[src/rtl/tfrc_pkg.sv]
// shared types and constants of the four-register cpu execute block
package tfrc_pkg;

	localparam int DATA_DEPTH = 128;
	localparam int CODE_DEPTH = 128;
	localparam int DA_W = $clog2(DATA_DEPTH);

	localparam int FIFO_DEPTH = 3;
	localparam int FP_W = $clog2(FIFO_DEPTH);
	localparam int FC_W = $clog2(FIFO_DEPTH + 1);

	localparam logic [7:0] RAM_BASE = 8'h80;

	localparam logic [3:0] OP_LOAD  = 4'h0;
	localparam logic [3:0] OP_STORE = 4'h2;
	localparam logic [3:0] OP_MOVE  = 4'h4;
	localparam logic [3:0] OP_LDI   = 4'h5;
	localparam logic [3:0] OP_ADD   = 4'h6;
	localparam logic [3:0] OP_SUB   = 4'h7;
	localparam logic [3:0] OP_SHL   = 4'h8;
	localparam logic [3:0] OP_SHR   = 4'h9;
	localparam logic [3:0] OP_TEST  = 4'hA;
	localparam logic [3:0] OP_OUT   = 4'hC;
	localparam logic [3:0] OP_IN    = 4'hD;
	localparam logic [3:0] OP_BRZ   = 4'hE;
	localparam logic [3:0] OP_BR    = 4'hF;

	typedef struct packed {
		logic            rd_en;
		logic            wr_en;
		logic [DA_W-1:0] idx;
		logic [7:0]      wdata;
	} mem_req_t;

	typedef struct packed {
		logic [7:0] next_pc;
		logic       out_valid;
		logic [7:0] out_value;
		logic       input_taken;
		logic       zero_flag;
		logic       overflow_flag;
		logic       halted;
	} res_t;

endpackage

[src/rtl/tfrc_dmem.sv]
// data ram with per-entry valid bits and a registered read port
module tfrc_dmem (
	input  logic                clk,
	input  logic                arst_n,
	input  tfrc_pkg::mem_req_t  req,
	output logic [7:0]          rd_data
);

	logic [7:0]                      mem_q [tfrc_pkg::DATA_DEPTH];
	logic [tfrc_pkg::DATA_DEPTH-1:0] vld_q;
	logic [7:0]                      rd_q;

	always_ff @(posedge clk) begin
		if (req.wr_en) begin
			mem_q[req.idx] <= req.wdata;
		end
	end

	always_ff @(posedge clk or negedge arst_n) begin
		if (!arst_n) begin
			vld_q <= '0;
		end else if (req.wr_en) begin
			vld_q[req.idx] <= 1'b1;
		end
	end

	always_ff @(posedge clk) begin
		if (req.rd_en) begin
			rd_q <= vld_q[req.idx] ? mem_q[req.idx] : 8'd0;
		end
	end

	assign rd_data = rd_q;

endmodule

[src/rtl/tfrc_exec.sv]
// architectural state, decode and execute, with load forwarding from the ram read port
module tfrc_exec (
	input  logic                clk,
	input  logic                arst_n,
	input  logic                accept,
	input  logic [7:0]          instruction_byte,
	input  logic [7:0]          input_value,
	input  logic [7:0]          mem_rd,
	output tfrc_pkg::mem_req_t  mem_req,
	output logic                res_vld,
	output tfrc_pkg::res_t      res
);

	logic [7:0]     regs_q [4];
	logic [7:0]     pc_q;
	logic           z_q;
	logic           o_q;
	logic           halt_q;
	logic           ld_pend_q;

	logic           s1_vld_s1;
	tfrc_pkg::res_t res_s1;
	logic           zsel_s1;

	logic [7:0]     er [4];
	logic           ez;
	logic [7:0]     nr [4];
	logic           nz;
	logic           no;
	logic [7:0]     npc;
	logic           nh;
	logic           outen;
	logic [7:0]     outv;
	logic           took;
	logic           ld;
	logic           st;

	logic [3:0]     op;
	logic [3:0]     nib;
	logic [1:0]     rx;
	logic [1:0]     ry;
	logic [7:0]     pc_inc;
	logic [7:0]     addr;
	logic           hit;
	logic [7:0]     tgt;
	logic [8:0]     sum;
	logic [7:0]     diff;

	always_comb begin
		er = regs_q;
		if (ld_pend_q) begin
			er[0] = mem_rd;
		end
		ez = ld_pend_q ? (mem_rd == 8'd0) : z_q;
	end

	assign op     = instruction_byte[7:4];
	assign nib    = instruction_byte[3:0];
	assign rx     = nib[3:2];
	assign ry     = nib[1:0];
	assign pc_inc = pc_q + 8'd1;
	assign addr   = er[ry];
	assign hit    = (addr >= tfrc_pkg::RAM_BASE)
		&& ({1'b0, addr[6:0]} < 8'(tfrc_pkg::DATA_DEPTH));
	assign tgt    = er[ry];
	assign sum    = {1'b0, er[rx]} + {1'b0, er[ry]};
	assign diff   = er[rx] - er[ry];

	always_comb begin
		nr    = er;
		nz    = ez;
		no    = o_q;
		npc   = pc_q;
		nh    = halt_q;
		outen = 1'b0;
		outv  = 8'd0;
		took  = 1'b0;
		ld    = 1'b0;
		st    = 1'b0;
		if (!halt_q) begin
			if (pc_q >= 8'(tfrc_pkg::CODE_DEPTH)) begin
				nh = 1'b1;
			end else begin
				npc = pc_inc;
				case (op)
					tfrc_pkg::OP_LOAD: begin
						ld = hit;
					end
					tfrc_pkg::OP_STORE: begin
						st = hit;
						if (hit) begin
							nz = (er[0] == 8'd0);
						end
					end
					tfrc_pkg::OP_MOVE: begin
						nr[ry] = er[rx];
						nz     = (er[rx] == 8'd0);
					end
					tfrc_pkg::OP_LDI: begin
						nr[0] = {4'd0, nib};
						nz    = (nib == 4'd0);
					end
					tfrc_pkg::OP_ADD: begin
						nr[rx] = sum[7:0];
						nz     = (sum[7:0] == 8'd0);
						no     = sum[8];
					end
					tfrc_pkg::OP_SUB: begin
						nr[rx] = diff;
						nz     = (diff == 8'd0);
						no     = (er[rx] < er[ry]);
					end
					tfrc_pkg::OP_SHL: begin
						nr[ry] = {er[ry][3:0], 4'd0};
					end
					tfrc_pkg::OP_SHR: begin
						nr[ry] = {4'd0, er[ry][7:4]};
					end
					tfrc_pkg::OP_TEST: begin
						nz = (er[ry] == 8'd0);
					end
					tfrc_pkg::OP_OUT: begin
						outen = 1'b1;
						outv  = er[ry];
					end
					tfrc_pkg::OP_IN: begin
						nr[ry] = input_value;
						nz     = (input_value == 8'd0);
						took   = 1'b1;
					end
					tfrc_pkg::OP_BRZ: begin
						if (ez) begin
							if (tgt < 8'(tfrc_pkg::CODE_DEPTH)) begin
								npc = tgt;
							end else begin
								npc = pc_q;
								nh  = 1'b1;
							end
						end
					end
					tfrc_pkg::OP_BR: begin
						if (tgt < 8'(tfrc_pkg::CODE_DEPTH)) begin
							npc = tgt;
						end else begin
							npc = pc_q;
							nh  = 1'b1;
						end
					end
					default: begin
						npc = pc_q;
						nh  = 1'b1;
					end
				endcase
			end
		end
	end

	always_comb begin
		mem_req.rd_en = accept && ld;
		mem_req.wr_en = accept && st;
		mem_req.idx   = addr[tfrc_pkg::DA_W-1:0];
		mem_req.wdata = er[0];
	end

	always_ff @(posedge clk or negedge arst_n) begin
		if (!arst_n) begin
			for (int i = 0; i < 4; i++) begin
				regs_q[i] <= 8'd0;
			end
			pc_q      <= 8'd0;
			z_q       <= 1'b0;
			o_q       <= 1'b0;
			halt_q    <= 1'b0;
			ld_pend_q <= 1'b0;
			s1_vld_s1 <= 1'b0;
		end else begin
			s1_vld_s1 <= accept;
			if (accept) begin
				regs_q    <= nr;
				pc_q      <= npc;
				z_q       <= nz;
				o_q       <= no;
				halt_q    <= nh;
				ld_pend_q <= ld;
			end else if (ld_pend_q) begin
				regs_q[0] <= mem_rd;
				z_q       <= (mem_rd == 8'd0);
				ld_pend_q <= 1'b0;
			end
		end
	end

	always_ff @(posedge clk) begin
		if (accept) begin
			res_s1.next_pc       <= npc;
			res_s1.out_valid     <= outen;
			res_s1.out_value     <= outv;
			res_s1.input_taken   <= took;
			res_s1.zero_flag     <= nz;
			res_s1.overflow_flag <= no;
			res_s1.halted        <= nh;
			zsel_s1              <= ld;
		end
	end

	always_comb begin
		res = res_s1;
		if (zsel_s1) begin
			res.zero_flag = (mem_rd == 8'd0);
		end
	end

	assign res_vld = s1_vld_s1;

endmodule

[src/rtl/tfrc_ofifo.sv]
// three-entry result queue in front of the output channel
module tfrc_ofifo (
	input  logic                         clk,
	input  logic                         arst_n,
	input  logic                         push,
	input  tfrc_pkg::res_t               din,
	input  logic                         pop,
	output logic                         not_empty,
	output tfrc_pkg::res_t               dout,
	output logic [tfrc_pkg::FC_W-1:0]    count
);

	tfrc_pkg::res_t                  ent_q [tfrc_pkg::FIFO_DEPTH];
	logic [tfrc_pkg::FP_W-1:0]       wp_q;
	logic [tfrc_pkg::FP_W-1:0]       rp_q;
	logic [tfrc_pkg::FC_W-1:0]       cnt_q;

	function automatic logic [tfrc_pkg::FP_W-1:0] ptr_inc(input logic [tfrc_pkg::FP_W-1:0] p);
		ptr_inc = (p == tfrc_pkg::FP_W'(tfrc_pkg::FIFO_DEPTH - 1)) ? '0 : p + 1'b1;
	endfunction

	always_ff @(posedge clk) begin
		if (push) begin
			ent_q[wp_q] <= din;
		end
	end

	always_ff @(posedge clk or negedge arst_n) begin
		if (!arst_n) begin
			wp_q  <= '0;
			rp_q  <= '0;
			cnt_q <= '0;
		end else begin
			if (push) begin
				wp_q <= ptr_inc(wp_q);
			end
			if (pop) begin
				rp_q <= ptr_inc(rp_q);
			end
			case ({push, pop})
				2'b10:   cnt_q <= cnt_q + 1'b1;
				2'b01:   cnt_q <= cnt_q - 1'b1;
				default: cnt_q <= cnt_q;
			endcase
		end
	end

	assign not_empty = (cnt_q != '0);
	assign dout      = ent_q[rp_q];
	assign count     = cnt_q;

endmodule

[src/rtl/tiny_four_register_cpu_execute.sv]
// top level of the four-register cpu execute block
// Input channel inst_valid/inst_ready carries one instruction per transaction:
// instruction_byte, the byte fetched at the current pc, and input_value, the
// value an input instruction loads. Output channel res_valid/res_ready carries
// one result per instruction: next_pc, out_valid, out_value, input_taken,
// zero_flag, overflow_flag and halted.
// A result is offered once it has passed the execute stage register and
// then the result queue register.
// Throughput: one instruction per cycle while the queue has room, set by
// the single execute stage; a load's ram read lands in the next cycle and
// is forwarded into r0 and the zero flag for the next instruction, so loads
// do not stall. Reset clears pc, registers, flags and the halt bit, and the
// per-entry valid bits of the data ram, so unwritten ram reads as zero and
// no clearing pass is needed; inst_ready is high right after reset.
// When the receiver stalls, a three-entry result queue absorbs the results
// still in flight and inst_ready drops once it can take no more.
module tiny_four_register_cpu_execute (
	input  logic       clk,
	input  logic       arst_n,
	input  logic       inst_valid,
	output logic       inst_ready,
	input  logic [7:0] instruction_byte,
	input  logic [7:0] input_value,
	output logic       res_valid,
	input  logic       res_ready,
	output logic [7:0] next_pc,
	output logic       out_valid,
	output logic [7:0] out_value,
	output logic       input_taken,
	output logic       zero_flag,
	output logic       overflow_flag,
	output logic       halted
);

	tfrc_pkg::mem_req_t           mem_req;
	logic [7:0]                   mem_rd;
	logic                         accept;
	logic                         s1_vld;
	tfrc_pkg::res_t               s1_res;
	tfrc_pkg::res_t               q_res;
	logic                         q_ne;
	logic [tfrc_pkg::FC_W-1:0]    q_cnt;
	logic [tfrc_pkg::FC_W:0]      occ;
	logic                         pop;

	assign occ        = {1'b0, q_cnt} + {{tfrc_pkg::FC_W{1'b0}}, s1_vld};
	assign inst_ready = (occ < (tfrc_pkg::FC_W + 1)'(tfrc_pkg::FIFO_DEPTH));
	assign accept     = inst_valid && inst_ready;
	assign pop        = res_valid && res_ready;

	tfrc_exec u_exec (
		.clk              (clk),
		.arst_n           (arst_n),
		.accept           (accept),
		.instruction_byte (instruction_byte),
		.input_value      (input_value),
		.mem_rd           (mem_rd),
		.mem_req          (mem_req),
		.res_vld          (s1_vld),
		.res              (s1_res)
	);

	tfrc_dmem u_dmem (
		.clk     (clk),
		.arst_n  (arst_n),
		.req     (mem_req),
		.rd_data (mem_rd)
	);

	tfrc_ofifo u_ofifo (
		.clk       (clk),
		.arst_n    (arst_n),
		.push      (s1_vld),
		.din       (s1_res),
		.pop       (pop),
		.not_empty (q_ne),
		.dout      (q_res),
		.count     (q_cnt)
	);

	assign res_valid     = q_ne;
	assign next_pc       = q_res.next_pc;
	assign out_valid     = q_res.out_valid;
	assign out_value     = q_res.out_value;
	assign input_taken   = q_res.input_taken;
	assign zero_flag     = q_res.zero_flag;
	assign overflow_flag = q_res.overflow_flag;
	assign halted        = q_res.halted;

	// queue must have room for every result still in the execute stage
	a_no_overflow: assert property (@(posedge clk) disable iff (!arst_n)
		s1_vld && !pop |-> q_cnt != tfrc_pkg::FC_W'(tfrc_pkg::FIFO_DEPTH))
		else $error("result queue overflow");

	// a halted result never emits output or consumes input
	a_halt_quiet: assert property (@(posedge clk) disable iff (!arst_n)
		res_valid && halted |-> !out_valid && !input_taken)
		else $error("halted result with output or input activity");

	// a result without output carries a zero value
	a_out_zero: assert property (@(posedge clk) disable iff (!arst_n)
		res_valid && !out_valid |-> out_value == 8'd0)
		else $error("out_value nonzero without output");

endmodule

[config.mk]
export PLATFORM = sky130hd
export DESIGN_NAME = tiny_four_register_cpu_execute
export DESIGN_NICKNAME = d
export VERILOG_FILES = /design/src/rtl/tfrc_pkg.sv /design/src/rtl/tfrc_dmem.sv /design/src/rtl/tfrc_exec.sv /design/src/rtl/tfrc_ofifo.sv /design/src/rtl/tiny_four_register_cpu_execute.sv
export SDC_FILE = /design/constraint.sdc
export NUM_CORES = 2
export LEC_CHECK = 0
export BUFFER_PORTS_ARGS = -buffer_cell sky130_fd_sc_hd__buf_2
export CAP_MARGIN = 20
export CELL_PAD_IN_SITES_DETAIL_PLACEMENT = 2
export CELL_PAD_IN_SITES_GLOBAL_PLACEMENT = 2
export CORE_MARGIN = 2
export CORE_UTILIZATION = 35
export CTS_BUF_LIST = sky130_fd_sc_hd__clkbuf_8
export DETAILED_ROUTE_END_ITERATION = 8
export PLACE_DENSITY_LB_ADDON = 0.1
export SYNTH_ARGS = -nofsm -noshare
export SYNTH_HDL_FRONTEND = slang
export SYNTH_SLANG_ARGS = --single-unit
[constraint.sdc]
create_clock -name clk -period 4.8 [get_ports clk]
set_clock_uncertainty 0.2 [all_clocks]
set_input_delay 0.96 -clock clk [delete_from_list [all_inputs] [get_ports clk]]
set_output_delay 0.96 -clock clk [all_outputs]
set_load 0.05 [all_outputs]
==> results.md <==
* Post-synthesis sequential area ratio at 0.722
* Initial Utilization at 0.352
* Critical path type: flip-flop to flip-flop
* Number of global-route vias before repair at roughly 33000
* Pwr Density at 569 nW/um^2
* Final worst-path cycle share at 0.942
* Via count at 29879
* Register bit total from synthesis at 1296
* Cell Rows at 142
* DR top layer: met4
* Crit Path Max Fanout at 31
* CTS root buffer: clkbuf_8
* PostCTS Resize Cnt at 0
* Core area at 150000 sq um
* Final Power at 34.9 mW
* Pin count of the biggest net entering global routing at 86
* Gp weighted congestion at 0.858
* Reg clk slew, reported paths at approximately 0.06 ns
* Reg-to-Reg End: u_dmem.rd_data[2]
* Post-synth EDFFs at 1117
* Crit path to: u_dmem.rd_data[2]
* Drt total wl at ~170000 microns
* Setup WS pre-CTS at -0.164 ns
* FFs w/ async S/R, synth at 0.138
* GR Overflow Total at 0
* Finish-stage setup viols at 0
* Hold Path Depth at 4
* Syn Nets at 2977
* Drt pass-1 iters at 5
* Total CTS buffers at 220
* Port Buffers at 42
* Wire per inst at 29.8 microns
* Tightest Pin Transition at between 1 and 1.5 ns
* Share of cells above drive strength 1 at 0.304
* Setup Buffers After CTS at 0
* Via density at 5.36
* Final ANT Viol Nets at 0
* Ys flop type: edfxtp_1
* Die footprint at 154000 sq um
* Met2 wire length at approximately 81000 microns
* Total GRT Usage at 0.219
* Final Hold Violating Endpoints at 0
* Critical Path RT at 5.32 ns
* Sink Count at 1296
* Filler cells at 14326
* Syn. warnings at 0
* Max Slew Vio Count at 0
* P_leak at 22.1 nW
* Max Freq at 221 MHz
* WL met3 at between 7000 and 8000 microns
* Antenna violations before repair at 7
* Drc violations at 0
* TNS Setup at 0 ns
* Reg2reg start: u_exec.ld_pend_q
* Hold Slack at 0.183 ns
* Tmin final at roughly 4.5 ns
* CTS tree: built
* Post-synthesis area per instance at 18.0 sq um
* Synthesized area at 52700 sq um
* CP Launch Type: flip-flop
* Post-layout util at 0.411
* Hold Crit Class: primary input to flip-flop
* Bufs on Longest Clock Path at 3
* R2R Setup Slk at approximately 0.28 ns
* # IOs at 43
* Hold Buf Count CTS at 1
* Cells after synthesis at 2933
* Max-cap violations at 0
* Final nets at 3404
* H-tree depth at 4
* Clk_lat worst skew at between 0.9 and 1 ns
* Post-DP HPWL at 109000 microns
* WL met1 at 74000 microns
* Post-synth cell types at 68
* CP Data Arrival Time at 5.04 ns
* Unrepaired setup endpoints after global routing: false
* Die width at 392 microns
* Slew margin rel. at 0.276
* Crit. End Element: flip-flop
* Die Ht at 392 microns
* Status: completed
* DRT iter0 DRCs at 2033
* Reg2Reg Depth at 10
* Final worst slack at 0.276 ns
* Area delta synth->final at 16.6%
* Global-route wire length before repair at 243000 microns
* Max VDD drop at 0.000347 V
* Crit path from: u_exec.ld_pend_q
-- layout make-up --
type | count | area (sq um) | share of cell area
Inverter | 40 | 163 | 0.00265
Sequential cell | 1296 | 38000 | 0.619
Timing Repair Buffer | 363 | 2940 | 0.0479
Clock inverter | 186 | 900 | 0.0146
Clock buffer | 228 | 3140 | 0.0511
Multi-Input combinational cell | 1439 | 13700 | 0.223
Antenna cell | 3 | 7.51 | 0.000122
Tap cell | 2016 | 2520 | 0.0411
-- cells in the final DEF (no fill, tap or decap), types with 26 or more instances in the layout --
cell / Yosys / final
edfxtp_1: 1117 / 1117
mux4_2: 298 / 296
buf_4: 10 / 295
clkbuf_8: 0 / 229
nor2_1: 219 / 218
dfrtp_1: 179 / 179
a22o_1: 143 / 143
nand2_1: 137 / 137
inv_1: 38 / 134
or2_2: 109 / 109
o21ai_0: 94 / 94
a21oi_1: 69 / 67
clkinv_1: 1 / 43
buf_2: 43 / 41
nor3_1: 33 / 32
mux2i_1: 33 / 31
clkinv_2: 0 / 26
-- layer usage --
layer | vias to the layer above | track usage
li1 | 12609 | -
met2 | 738 | 0.360
met4 | 0 | 0.0621
met1 | 16291 | 0.302
met5 | - | 0
met3 | 241 | 0.0359
-- critical path, stage by stage, from the launching register on --
cell and delay, ns:
dfrtp_1 0.52, mux2i_4 0.42, mux4_4 0.49, buf_12 0.15
buf_12 0.25, buf_4 0.51, mux4_2 0.58, a22o_1 0.24
o21ai_0 0.49, buf_4 0.27, a31oi_1 0.09
-- Yosys cell counts, types with 17 or more instances --
cell type,number,area share
edfxtp_1,1117,0.64
mux4_2,298,0.13
nor2_1,219,0.016
dfrtp_1,179,0.085
a22o_1,143,0.024
nand2_1,137,0.0098
or2_2,109,0.013
o21ai_0,94,0.0089
clkbuf_1,77,0.0055
a21oi_1,69,0.0066
buf_2,43,0.0041
inv_1,38,0.0027
mux2i_1,33,0.0063
nor3_1,33,0.0031
or2_1,24,0.0029
ha_1,22,0.0052
a31oi_1,21,0.0025
o22ai_1,20,0.0024
buf_6,17,0.0036
-- registers in the layout, summed over array words and instances (netlist names), named ones only --
name and flops:
u_dmem.mem_q 1024, u_dmem.vld_q 128, u_ofifo.ent_q 63, u_exec.res 20, u_dmem.rd_data 8, u_exec.pc_q 8
u_exec.regs_q 8, u_ofifo.count 2, u_ofifo.rp_q 2, u_ofifo.wp_q 2, u_exec.halt_q 1, u_exec.ld_pend_q 1
u_exec.o_q 1, u_exec.res_s1 1, u_exec.res_vld 1, u_exec.z_q 1, u_exec.zsel_s1 1
-- how the worst min path moves through the flow --
| stage | slack (ns) | from | end |
|---|---|---|---|
| 3_5_place_dp | 0.25 | u_dmem.vld_q[81] | u_dmem.vld_q[81] |
| 6_report | 0.18 | res_ready | u_ofifo.rp_q[1] |
| 2_1_floorplan | 0.23 | u_dmem.vld_q[105] | u_dmem.vld_q[105] |
| 4_1_cts | 0.04 | res_ready | u_ofifo.rp_q[1] |
| 5_1_grt | 0.14 | res_ready | u_ofifo.rp_q[1] |
| 3_3_place_gp | 0.24 | u_exec.res[9] | u_ofifo.ent_q[2][9] |
-- logic make-up after synthesis --
family	after synthesis	synth area share
compound gates	432	0.0570
xor+xnor	16	0.00266
fa+ha+maj	24	0.00599
buf+inv	198	0.0191
flops	1296	0.722
mux	343	0.136
simple gates	624	0.0572
-- metrics by stage --
step | cell area [sq um] | instances
4_1_cts | 61400 | 5567
5_1_grt | 61400 | 5569
3_5_place_dp | 57300 | 5152
2_1_floorplan | 52700 | 2933
3_3_place_gp | 57300 | 5152
6_report | 61400 | 5571
-- power by group --
part / switching [mW] / leakage [nW] / internal (mW)
sequential: 0.349 / 12.7 / 13.9
clock: 4.73 / 2.45 / 4.50
combinational: 7.35 / 7.00 / 4.09
(Power assumes the default switching activity.)
